## src/rtl/core/tsp_fifo.sv

```systemverilog
// Two-entry register queue between the front and back pipelines.
module tsp_fifo #(
  parameter int unsigned W = 32
) (
  input  logic         clk_i,
  input  logic         rst_ni,
  input  logic         push_i,
  input  logic [W-1:0] data_i,
  output logic         full_o,
  input  logic         pop_i,
  output logic [W-1:0] data_o,
  output logic         empty_o
);

  logic [W-1:0] mem_q[2];
  logic         wr_q, wr_d;
  logic         rd_q, rd_d;
  logic [1:0]   cnt_q, cnt_d;
  logic         do_push, do_pop;

  assign full_o  = cnt_q == 2'd2;
  assign empty_o = cnt_q == 2'd0;
  assign data_o  = mem_q[rd_q];
  assign do_push = push_i && !full_o;
  assign do_pop  = pop_i && !empty_o;

  always_comb begin
    wr_d  = do_push ? ~wr_q : wr_q;
    rd_d  = do_pop ? ~rd_q : rd_q;
    cnt_d = cnt_q + 2'(do_push) - 2'(do_pop);
  end

  always_ff @(posedge clk_i or negedge rst_ni) begin
    if (!rst_ni) begin
      wr_q  <= 1'b0;
      rd_q  <= 1'b0;
      cnt_q <= 2'd0;
    end else begin
      wr_q  <= wr_d;
      rd_q  <= rd_d;
      cnt_q <= cnt_d;
    end
  end

  always_ff @(posedge clk_i) begin
    if (do_push) begin
      mem_q[wr_q] <= data_i;
    end
  end

endmodule

```

## config.mk

```make
export PLATFORM = sky130hd
export DESIGN_NAME = tsp_fifo
export DESIGN_NICKNAME = d
export VERILOG_FILES = /design/src/rtl/core/tsp_fifo.sv
export SDC_FILE = /design/constraint.sdc
export NUM_CORES = 1
export LEC_CHECK = 0
export ABC_AREA = 1
export BUFFER_PORTS_ARGS = -buffer_cell sky130_fd_sc_hd__buf_2
export CAP_MARGIN = 10
export CORE_MARGIN = 10
export CORE_UTILIZATION = 51
export CTS_CLUSTER_SIZE = 24
export DETAILED_ROUTE_END_ITERATION = 8
export GPL_ROUTABILITY_DRIVEN = 0
export PLACE_DENSITY = 0.78
export SLEW_MARGIN = 25
export SYNTH_ARGS = -nofsm -noshare
export SYNTH_HDL_FRONTEND = slang
export SYNTH_SLANG_ARGS = --single-unit
```

## constraint.sdc

```tcl
create_clock -name clk_i -period 5 [get_ports clk_i]
set_input_delay 0.75 -clock clk_i [delete_from_list [all_inputs] [get_ports clk_i]]
set_output_delay 0.75 -clock clk_i [all_outputs]
set_load 0.01 [all_outputs]
```

==> reports/qor.csv <==
stage,metric,value,unit
layout,area of the multi-input gates,485.5,um^2
setup_path,worst r2r path cells,3,
detailed_routing,Vias,1594,
sta,WHS,213.2,ps
setup_path,crit path kind,flop to primary output,
setup_path,Crit-path slowest cell,dfrtp_2,
place,placed cell areas,2998,um^2
hold_path,worst hold path type,input port to async pin,
place,"worst slack, placed",2878,ps
layout,Layout Cells excl Fill,350,
sta,minimum clock period,2449,ps
place,IO buf count,69,
sta,RSZ-0062 raised after global routing,false,
layout,# diodes,0,
synthesis,largest area contributor in the netlist,edfxtp_1,
power_and_ir_drop,Int Pwr,0.001154,W
layout,Final Cell Area,3149,um^2
power_and_ir_drop,VDD IR max,0.4268,mV
sta,clock skew,4.957,ps
floorplan,core area,5042,um^2
global_routing,initial antenna violation count,0,
synthesis,cells after synthesis,201,
clocking,clock tree buffer depth,2,
sta,measured slew at the worst slew-check pin,918.5,ps
layout,most frequent cells in the layout,"nand2_1 (99), buf_2 (69), edfxtp_1 (64), inv_1 (10), nand2_2 (10)",
power_and_ir_drop,P per Cell Area,567.2,nW/um^2
sta,endpoints failing hold,0,
sta,max-slew violation count,0,
clocking,Root Driver,clkbuf_8,
synthesis,synth top area cells,"edfxtp_1 (73%), nand2_1 (14%), dfrtp_1 (3.8%)",
setup_path,CP top delay family,flip-flops,
detailed_routing,"antenna viol nets, final",0,
global_routing,vias in the first global route,1744,
clocking,CTS sink cnt,68,
place,Cells after DPL,334,
layout,"commonest non-fill, non-tap cell in the layout",nand2_1,
setup_path,Reg2Reg Setup Slack,3250,ps
synthesis,Post-Syn Nets,239,
detailed_routing,Detailed Route WL,5.004,mm
clocking,Clock Latency Late Sink,320,ps
clocking,H-tree depth,3,
global_routing,largest net degree at the start of global routing,35,
sta,max_slew headroom,38.62,%
detailed_routing,# DRC,0,
power_and_ir_drop,Sequential Power Share,48.1,%
setup_path,max incr delay on CP,790,ps
floorplan,Die W,91.73,um
layout,area delta synth->final,20.03,%
floorplan,Initial Util,52.03,%
detailed_routing,Vias/cell,4.554,
clocking,hold-fix buffers at CTS,0,
clocking,CTS clock-pin slew for the worst setup and hold paths,70,ps
synthesis,yosys warns,0,
synthesis,Synth cell types,12,
setup_path,launching point of the worst reg2reg path,cnt_q[1],
global_routing,gr ovfl total,0,
layout,Reg area,2023,um^2
power_and_ir_drop,switching pwr,0.0006323,W
setup_path,Worst EP arrival,1700,ps
sta,Peak Freq,408.3,MHz
power_and_ir_drop,Comb power frac,32.0,%
floorplan,I/O pins,70,
setup_path,crit path max fanout,34,
clocking,Post-CTS Setup Bufs,0,
power_and_ir_drop,sw frac,35.40,%
setup_path,CP cell instances,inv_8 -> nand2_1 -> nand2_1 -> buf_2,
setup_path,Setup crit start kind,flop,
power_and_ir_drop,clock power share,19.9,%
power_and_ir_drop,Lkg Pwr,1.412,nW
sta,Final setup viols,0,
synthesis,Yosys top cell area share,73.25,%
floorplan,# rows,26,
floorplan,chip height,91.73,um
sta,period utilisation layout,48.98,%
setup_path,"Req. time, crit path",4250,ps
floorplan,die area,8413,um^2
run_status,status,finished clean,
run,max_cap viols,0,
clocking,CTS buffer count,9,
layout,fillers,398,
sta,setup_tns,0,ps
place,DP Wirelength,3.404,mm
sta,final setup margin,2551,ps
layout,fraction of layout cells with a size suffix above 1,33.21,%
setup_path,reg-to-reg endpoint,mem_q[1][19],
setup_path,buffers and inverters on the worst path,2,
clocking,CTS tree,yes,
synthesis,synthesized area per cell,13.05,um^2
layout,Layout Nets,313,
detailed_routing,drt pass-1 iters,4,
synthesis,synthesized cell area,2624,um^2
setup_path,Most common cell on crit path,nand2_1,
clocking,# resized after CTS,0,
setup_path,CP Capture Type,primary output,
global_routing,GRT Total Usage,12.40,%
detailed_routing,WL/cell,14.30,um
synthesis,Synth Register Bits,68,
synthesis,"Seq/Total Area, Yosys",77.06,%
detailed_routing,DRT iter0 DRCs,103,
global_routing,first-pass GRT wire length,8.252,mm
through the flow:
stage | total power, W | util [%]
6_report | 0.001786 | 62.46
3_5_place_dp | 0.001460 | 59.45
5_1_grt | 0.001920 | 62.46
4_1_cts | 0.001812 | 62.46
3_3_place_gp | 0.001446 | 59.43
2_1_floorplan | 0.001253 | -
per-layer routing:
layer,vias up,share of wire [%],track usage (%)
li1,808,-,-
met1,732,41,13.88
met2,49,50,20.38
met3,5,7.8,6.031
met4,0,0.96,4.113
met5,-,0,0
state kept, by name, indices dropped and copies added, names as in the netlist:
name / count
cnt_q: 2
mem_q: 64
rd_q: 1
wr_q: 1
worst reg2reg max path: cells and delay by family, from the launching register on:
family	cells	cell delay, ps
flops	1	390
simple gates	3	960
final cells by class:
type | count | area share, %
Timing Repair Buffer | 70 | 11.20
Inverter | 11 | 1.549
Clock buffer | 12 | 4.291
Clock inverter | 4 | 0.5165
Tap cell | 70 | 2.781
Multi-Input combinational cell | 115 | 15.42
Sequential cell | 68 | 64.24
worst max-delay path by stage:
stage	start	endpoint	slack (ps)	cells after the start
global placement	rd_q	data_o[11]	2480	4
detailed placement	rd_q	data_o[27]	2880	4
finish	rd_q	data_o[27]	2550	4
global route	rd_q	data_o[27]	2410	4
floorplan	push_i	mem_q[1][0]	2390	2
CTS	rd_q	data_o[27]	2510	4
synth_stat cells (all sizes together):
cell    instances
inv            11
dfrtp           4
ha              2
nor2            1
nand2         109
edfxtp         64
nand3           3
buf             7
kinds of logic (layout without fill, tap and decap cells):
| group | after synthesis | count (layout) | synth area share, % |
|---|---|---|---|
| AND/OR/NAND/NOR | 113 | 113 | 17.26 |
| flip-flops | 68 | 68 | 77.06 |
| buffers and inverters | 18 | 97 | 4.721 |
| adder cells (fa/ha/maj) | 2 | 2 | 0.9536 |
power groups by stage:
stage	Combinational (W)	Sequential, W	Clock, W
finish	0.000572	0.000859	0.000355
global route	0.000656	0.000878	0.000386
CTS	0.000590	0.000861	0.000360
detailed placement	0.000588	0.000872	0
global placement	0.000579	0.000867	0
floorplan	0.000431	0.000822	0
(Power assumes the default switching activity.)
