==> src/rtl/core/tsp_pkg.sv <==
// Shared constants and helpers for the trackball sphere projection block.
package tsp_pkg;

  localparam int unsigned FracBitsDef = 14;

  localparam int unsigned PosW     = 12;
  localparam int unsigned DimW     = 13;
  localparam int unsigned CfgIdxW  = 2;
  localparam int unsigned OutW     = 16;
  localparam int unsigned OutZW    = 15;
  localparam int unsigned OutFracW = 14;

  localparam logic [DimW-1:0] DimMax = 13'd4096;
  localparam logic [DimW-1:0] DimMin = 13'd1;

  localparam logic [DimW-1:0] WidthRst  = 13'd640;
  localparam logic [DimW-1:0] HeightRst = 13'd480;

  localparam logic [CfgIdxW-1:0] RegWidth  = 2'd0;
  localparam logic [CfgIdxW-1:0] RegHeight = 2'd1;

  // Force a window dimension into its legal range.
  function automatic logic [DimW-1:0] clamp_dim(input logic [DimW-1:0] v);
    logic [DimW-1:0] r;
    if (v == '0) begin
      r = DimMin;
    end else if (v > DimMax) begin
      r = DimMax;
    end else begin
      r = v;
    end
    return r;
  endfunction

endpackage

==> src/rtl/core/tsp_div.sv <==
// Pipelined restoring divider, one quotient bit per stage.
module tsp_div #(
  parameter int unsigned NW = 27,
  parameter int unsigned DW = 13,
  parameter int unsigned QW = 15,
  parameter int unsigned SW = 1
) (
  input  logic          clk_i,
  input  logic          rst_ni,
  input  logic          en_i,
  input  logic          valid_i,
  input  logic [NW-1:0] num_i,
  input  logic [DW-1:0] den_i,
  input  logic [SW-1:0] side_i,
  output logic          valid_o,
  output logic [QW-1:0] quo_o,
  output logic [SW-1:0] side_o
);

  logic [DW-1:0] rem_s  [QW+1];
  logic [DW-1:0] den_s  [QW+1];
  logic [QW-1:0] lo_s   [QW+1];
  logic [QW-1:0] quo_s  [QW+1];
  logic [SW-1:0] side_s [QW+1];
  logic          valid_s[QW+1];

  // Quotient is known to fit QW bits, so the top part is already below den.
  assign rem_s[0]   = DW'(num_i >> QW);
  assign den_s[0]   = den_i;
  assign lo_s[0]    = num_i[QW-1:0];
  assign quo_s[0]   = '0;
  assign side_s[0]  = side_i;
  assign valid_s[0] = valid_i;

  for (genvar k = 0; k < QW; k++) begin : g_stage
    logic [DW:0]   t;
    logic [DW:0]   diff;
    logic          ge;
    logic [DW-1:0] rem_d;

    always_comb begin
      t     = {rem_s[k], lo_s[k][QW-1]};
      diff  = t - {1'b0, den_s[k]};
      ge    = t >= {1'b0, den_s[k]};
      rem_d = ge ? diff[DW-1:0] : t[DW-1:0];
    end

    always_ff @(posedge clk_i or negedge rst_ni) begin
      if (!rst_ni) begin
        valid_s[k+1] <= 1'b0;
      end else if (en_i) begin
        valid_s[k+1] <= valid_s[k];
      end
    end

    always_ff @(posedge clk_i) begin
      if (en_i) begin
        rem_s[k+1]  <= rem_d;
        den_s[k+1]  <= den_s[k];
        lo_s[k+1]   <= {lo_s[k][QW-2:0], 1'b0};
        quo_s[k+1]  <= {quo_s[k][QW-2:0], ge};
        side_s[k+1] <= side_s[k];
      end
    end
  end

  assign valid_o = valid_s[QW];
  assign quo_o   = quo_s[QW];
  assign side_o  = side_s[QW];

endmodule

==> src/rtl/core/tsp_front.sv <==
// Front pipeline: clamp the cursor and normalise both axes to signed fixed point.
module tsp_front #(
  parameter int unsigned FracBits = tsp_pkg::FracBitsDef
) (
  input  logic                        clk_i,
  input  logic                        rst_ni,
  input  logic                        in_valid_i,
  output logic                        in_ready_o,
  input  logic [tsp_pkg::PosW-1:0]    x_i,
  input  logic [tsp_pkg::PosW-1:0]    y_i,
  input  logic [tsp_pkg::DimW-1:0]    w_i,
  input  logic [tsp_pkg::DimW-1:0]    h_i,
  output logic                        out_valid_o,
  input  logic                        out_ready_i,
  output logic signed [FracBits+1:0]  nx_o,
  output logic signed [FracBits+1:0]  ny_o
);
  import tsp_pkg::*;

  localparam int unsigned NW = DimW + FracBits;
  localparam int unsigned QW = FracBits + 1;

  logic [DimW-1:0]        xc, yc, mx, my;
  logic signed [DimW+1:0] dx, dy, ndx, ndy;
  logic                   neg_x, neg_y, sx, sy, en;
  logic [NW-1:0]          num_x, num_y;
  logic [QW-1:0]          qx, qy;

  assign en         = !out_valid_o || out_ready_i;
  assign in_ready_o = en;

  always_comb begin
    xc    = ({1'b0, x_i} > w_i) ? w_i : {1'b0, x_i};
    yc    = ({1'b0, y_i} > h_i) ? h_i : {1'b0, y_i};
    // x grows to the right, y is flipped so that up is positive
    dx    = $signed({1'b0, xc, 1'b0}) - $signed({2'b00, w_i});
    dy    = $signed({2'b00, h_i}) - $signed({1'b0, yc, 1'b0});
    ndx   = -dx;
    ndy   = -dy;
    neg_x = dx[DimW+1];
    neg_y = dy[DimW+1];
    mx    = neg_x ? ndx[DimW-1:0] : dx[DimW-1:0];
    my    = neg_y ? ndy[DimW-1:0] : dy[DimW-1:0];
    // add half the divisor for round half away from zero
    num_x = {mx, {FracBits{1'b0}}} + NW'(w_i >> 1);
    num_y = {my, {FracBits{1'b0}}} + NW'(h_i >> 1);
  end

  tsp_div #(.NW(NW), .DW(DimW), .QW(QW), .SW(1)) u_div_x (
    .clk_i, .rst_ni, .en_i(en), .valid_i(in_valid_i),
    .num_i(num_x), .den_i(w_i), .side_i(neg_x),
    .valid_o(out_valid_o), .quo_o(qx), .side_o(sx)
  );

  tsp_div #(.NW(NW), .DW(DimW), .QW(QW), .SW(1)) u_div_y (
    .clk_i, .rst_ni, .en_i(en), .valid_i(in_valid_i),
    .num_i(num_y), .den_i(h_i), .side_i(neg_y),
    .valid_o(), .quo_o(qy), .side_o(sy)
  );

  assign nx_o = sx ? -$signed({1'b0, qx}) : $signed({1'b0, qx});
  assign ny_o = sy ? -$signed({1'b0, qy}) : $signed({1'b0, qy});

endmodule

==> config.mk <==
export PLATFORM = sky130hd
export DESIGN_NAME = tsp_front
export DESIGN_NICKNAME = d
export VERILOG_FILES = /design/src/rtl/core/tsp_pkg.sv /design/src/rtl/core/tsp_div.sv /design/src/rtl/core/tsp_front.sv
export SDC_FILE = /design/constraint.sdc
export NUM_CORES = 2
export LEC_CHECK = 0
export BUFFER_PORTS_ARGS = -buffer_cell sky130_fd_sc_hd__buf_2
export CAP_MARGIN = 5
export CORE_MARGIN = 2
export CORE_UTILIZATION = 25
export CTS_CLUSTER_DIAMETER = 80
export DETAILED_ROUTE_END_ITERATION = 8
export HOLD_SLACK_MARGIN = 0.05
export PLACE_DENSITY = 0.46
export RECOVER_POWER = 100
export SLEW_MARGIN = 30
export SYNTH_ARGS = -nofsm -noshare
export SYNTH_HDL_FRONTEND = slang
export SYNTH_HIERARCHICAL = 1
export SYNTH_SLANG_ARGS = --single-unit
==> constraint.sdc <==
create_clock -name clk_i -period 139.4 [get_ports clk_i]
set_input_delay 41.82 -clock clk_i [delete_from_list [all_inputs] [get_ports clk_i]]
set_output_delay 41.82 -clock clk_i [all_outputs]
set_load 0.05 [all_outputs]
==> results.md <==
- Status: finished, violations left
- Failing checks: capacitance limit, slew limit
- Hold WC Path Type: register to register
- FP Rows: between 150 and 200
- # H-tree levels: 4
- Storage cell area: 36,700 um^2
- Skew-Pair Late Insertion Delay: a little under 800 ps
- Die area: between 200,000 and 300,000 um^2
- Via density: 4.32
- RSZ-0062 raised after global routing: no
- Filler cells: 25,674
- WS Path Type: input port to output pin
- Io pins: 88
- CP Cell Sequence: buf_2, nand2b_1, clkbuf_1
- Worst R2R Start: u_div_x/valid_o
- Setup repair bufs after CTS: 0
- # clock sinks: 1,223
- Routed WL: ~120,000 um
- FF-to-FF setup slack: between 100,000 and 150,000 ps
- Fin Clk Skew: 28.0 ps
- Fmax: roughly 0.012 GHz
- Crit Reg-Reg Endpoint: u_div_y/den_s[187]
- Port Buffers: 87
- Crit-path max FO: 50
- Total CTS buffers: 146
- Final worst setup slack: 53,230 ps
- Family with the most delay on the worst path: simple AND/OR/NAND/NOR gates
- Worst hold start: u_div_y/lo_s[206]
- Drc violations: 0
- Post-CTS Hold Buffers: 0
- Layout cells sized above 1: around 8.6%
- Mapped Area: 63,900 um^2
- Hold path cells: 0
- Tot GR Track Use: 9.56%
- Root Buffer: clkbuf_16
- Startpoint Class: input port
- Max-slew headroom: -488%
- Setup total negative slack: 0 ps
- Crit path time final: 86,170 ps
- Setup crit end kind: output pin
- DR iter-0 viols: about 1,800
- Longest Clk Path Bufs: 3
- Critical Path Max Stage Delay: around 1800 ps
- Slowest stage cell on the critical path: nand2b_1
- GP Congestion: approximately 0.8
- Clock transition at the registers of the reported paths: 60 ps
- Core Region: 254,000 um^2
- CTS tree: built
- Antenna Diode Count: 0
- Total gr overflow: 0
- Via count: between 30,000 and 40,000
- Fin. Hold Viols: 0
- Required time of the critical path: 97,580 ps
- Die Span X: 509 um
- Nets: 5,661
- Max-Cap Viols: 29
- Multi-input logic area: roughly 24,000 um^2
- Vias in the first global route: between 30,000 and 40,000
- Die height: ~500 um
- DP Worst Slack: 54,620 ps
- Post-CTS Resized: 0
- Tcrit/Tclk final: 61.8%
- WP data arrival: 44,350 ps
- Largest net degree at the start of global routing: 175
- Antenna violations before repair: 3
- Worst Path Buf+Inv: 2
- Final Max Slew Viols: 1,408
- HPWL after detailed placement: 90,800 um
- Worst Hold Path EP: u_div_y/lo_s[192]
- Initial Util: 25.1%
- Area Overhead vs Synth: 13.1%
- Syn Inst Count: 4,971
- Synth warn: 6
- R2R cell count: 5
- # setup viols final: 0
- Number of routed nets with antenna violations: 0
- Syn_area_per_cell: 12.9 um^2
- WL per Instance: ~14 um
- DRT Pass-1 Iters: 5
- Worst slew pin tran: 8820 ps
- First-pass GRT wire length: 203,000 um
## flip-flops by register name, summed over array words and instances (netlist names), 14 cells and up
| register | flops |
|---|---|
| u_div_y/side_s | 14 |
| u_div_x/g_stage.t | 196 |
| u_div_y/g_stage.t | 196 |
| u_div_x/lo_s | 91 |
| u_div_y/quo_s | 105 |
| u_div_x/quo_s | 105 |
| u_div_x/side_s | 14 |
| u_div_x/den_s | 182 |
| u_div_y/lo_s | 91 |
| u_div_x/quo_o | 15 |
| u_div_y/den_s | 182 |
| u_div_y/quo_o | 15 |
| u_div_x/valid_s | 14 |
## worst max path at each step
stage                start  cells after the start  slack (ps)    endpoint
6_report       out_ready_i                      3       53230  in_ready_o
5_1_grt        out_ready_i                      3       52930  in_ready_o
4_1_cts        out_ready_i                      3       54620  in_ready_o
3_5_place_dp   out_ready_i                      3       54620  in_ready_o
3_3_place_gp   out_ready_i                      3       54640  in_ready_o
2_1_floorplan  out_ready_i                      1       26690  in_ready_o
## layout by cell type, fill, tap and decap left out, types with 34 or more instances in the layout
cell	n
edfxtp_1	1208
nand2_1	191
clkbuf_1	118
nand3_1	54
inv_1	544
xnor2_1	185
nor2b_1	62
xor2_1	104
o21a_1	83
mux2_2	164
mux2_1	113
nor2_1	246
clkbuf_16	151
nand2b_1	68
ha_1	441
a211oi_1	57
a21o_1	112
o31ai_1	42
o21ai_0	200
mux2i_1	82
nand4_1	55
a21oi_1	267
nor3_1	104
and3_1	34
## metrics by stage
step	std cells	cell area (um^2)	hold WS (ps)	util, %
finish	8619	72200	404	28.4
global route	8619	72200	414	28.4
CTS	8618	72800	401	28.6
detailed placement	8353	68100	405	26.8
global placement	8351	68100	401	26.8
floorplan	4974	63900	400	-
## layout make-up
cell class	instances	area share, %
clock inverter	86	1.04
sequential	1223	50.7
tap	3366	5.83
timing repair buffer	116	0.648
inverter	549	2.85
multi-input combinational	3100	33.5
clock buffer	179	5.38
## per-layer routing
layer	global-route usage, %	routed length (um)	vias to the layer above	part of all wire [%]
met5	0	0	-	0
met4	3.22	3420	0	2.8
li1	-	-	18830	-
met1	12.3	58200	17598	47
met3	1.85	4360	235	3.5
met2	16.0	58100	573	47
Power is left out: the tool's default activity adds up to more than one toggle a clock period on the data nets, which glitch-free logic cannot reach.
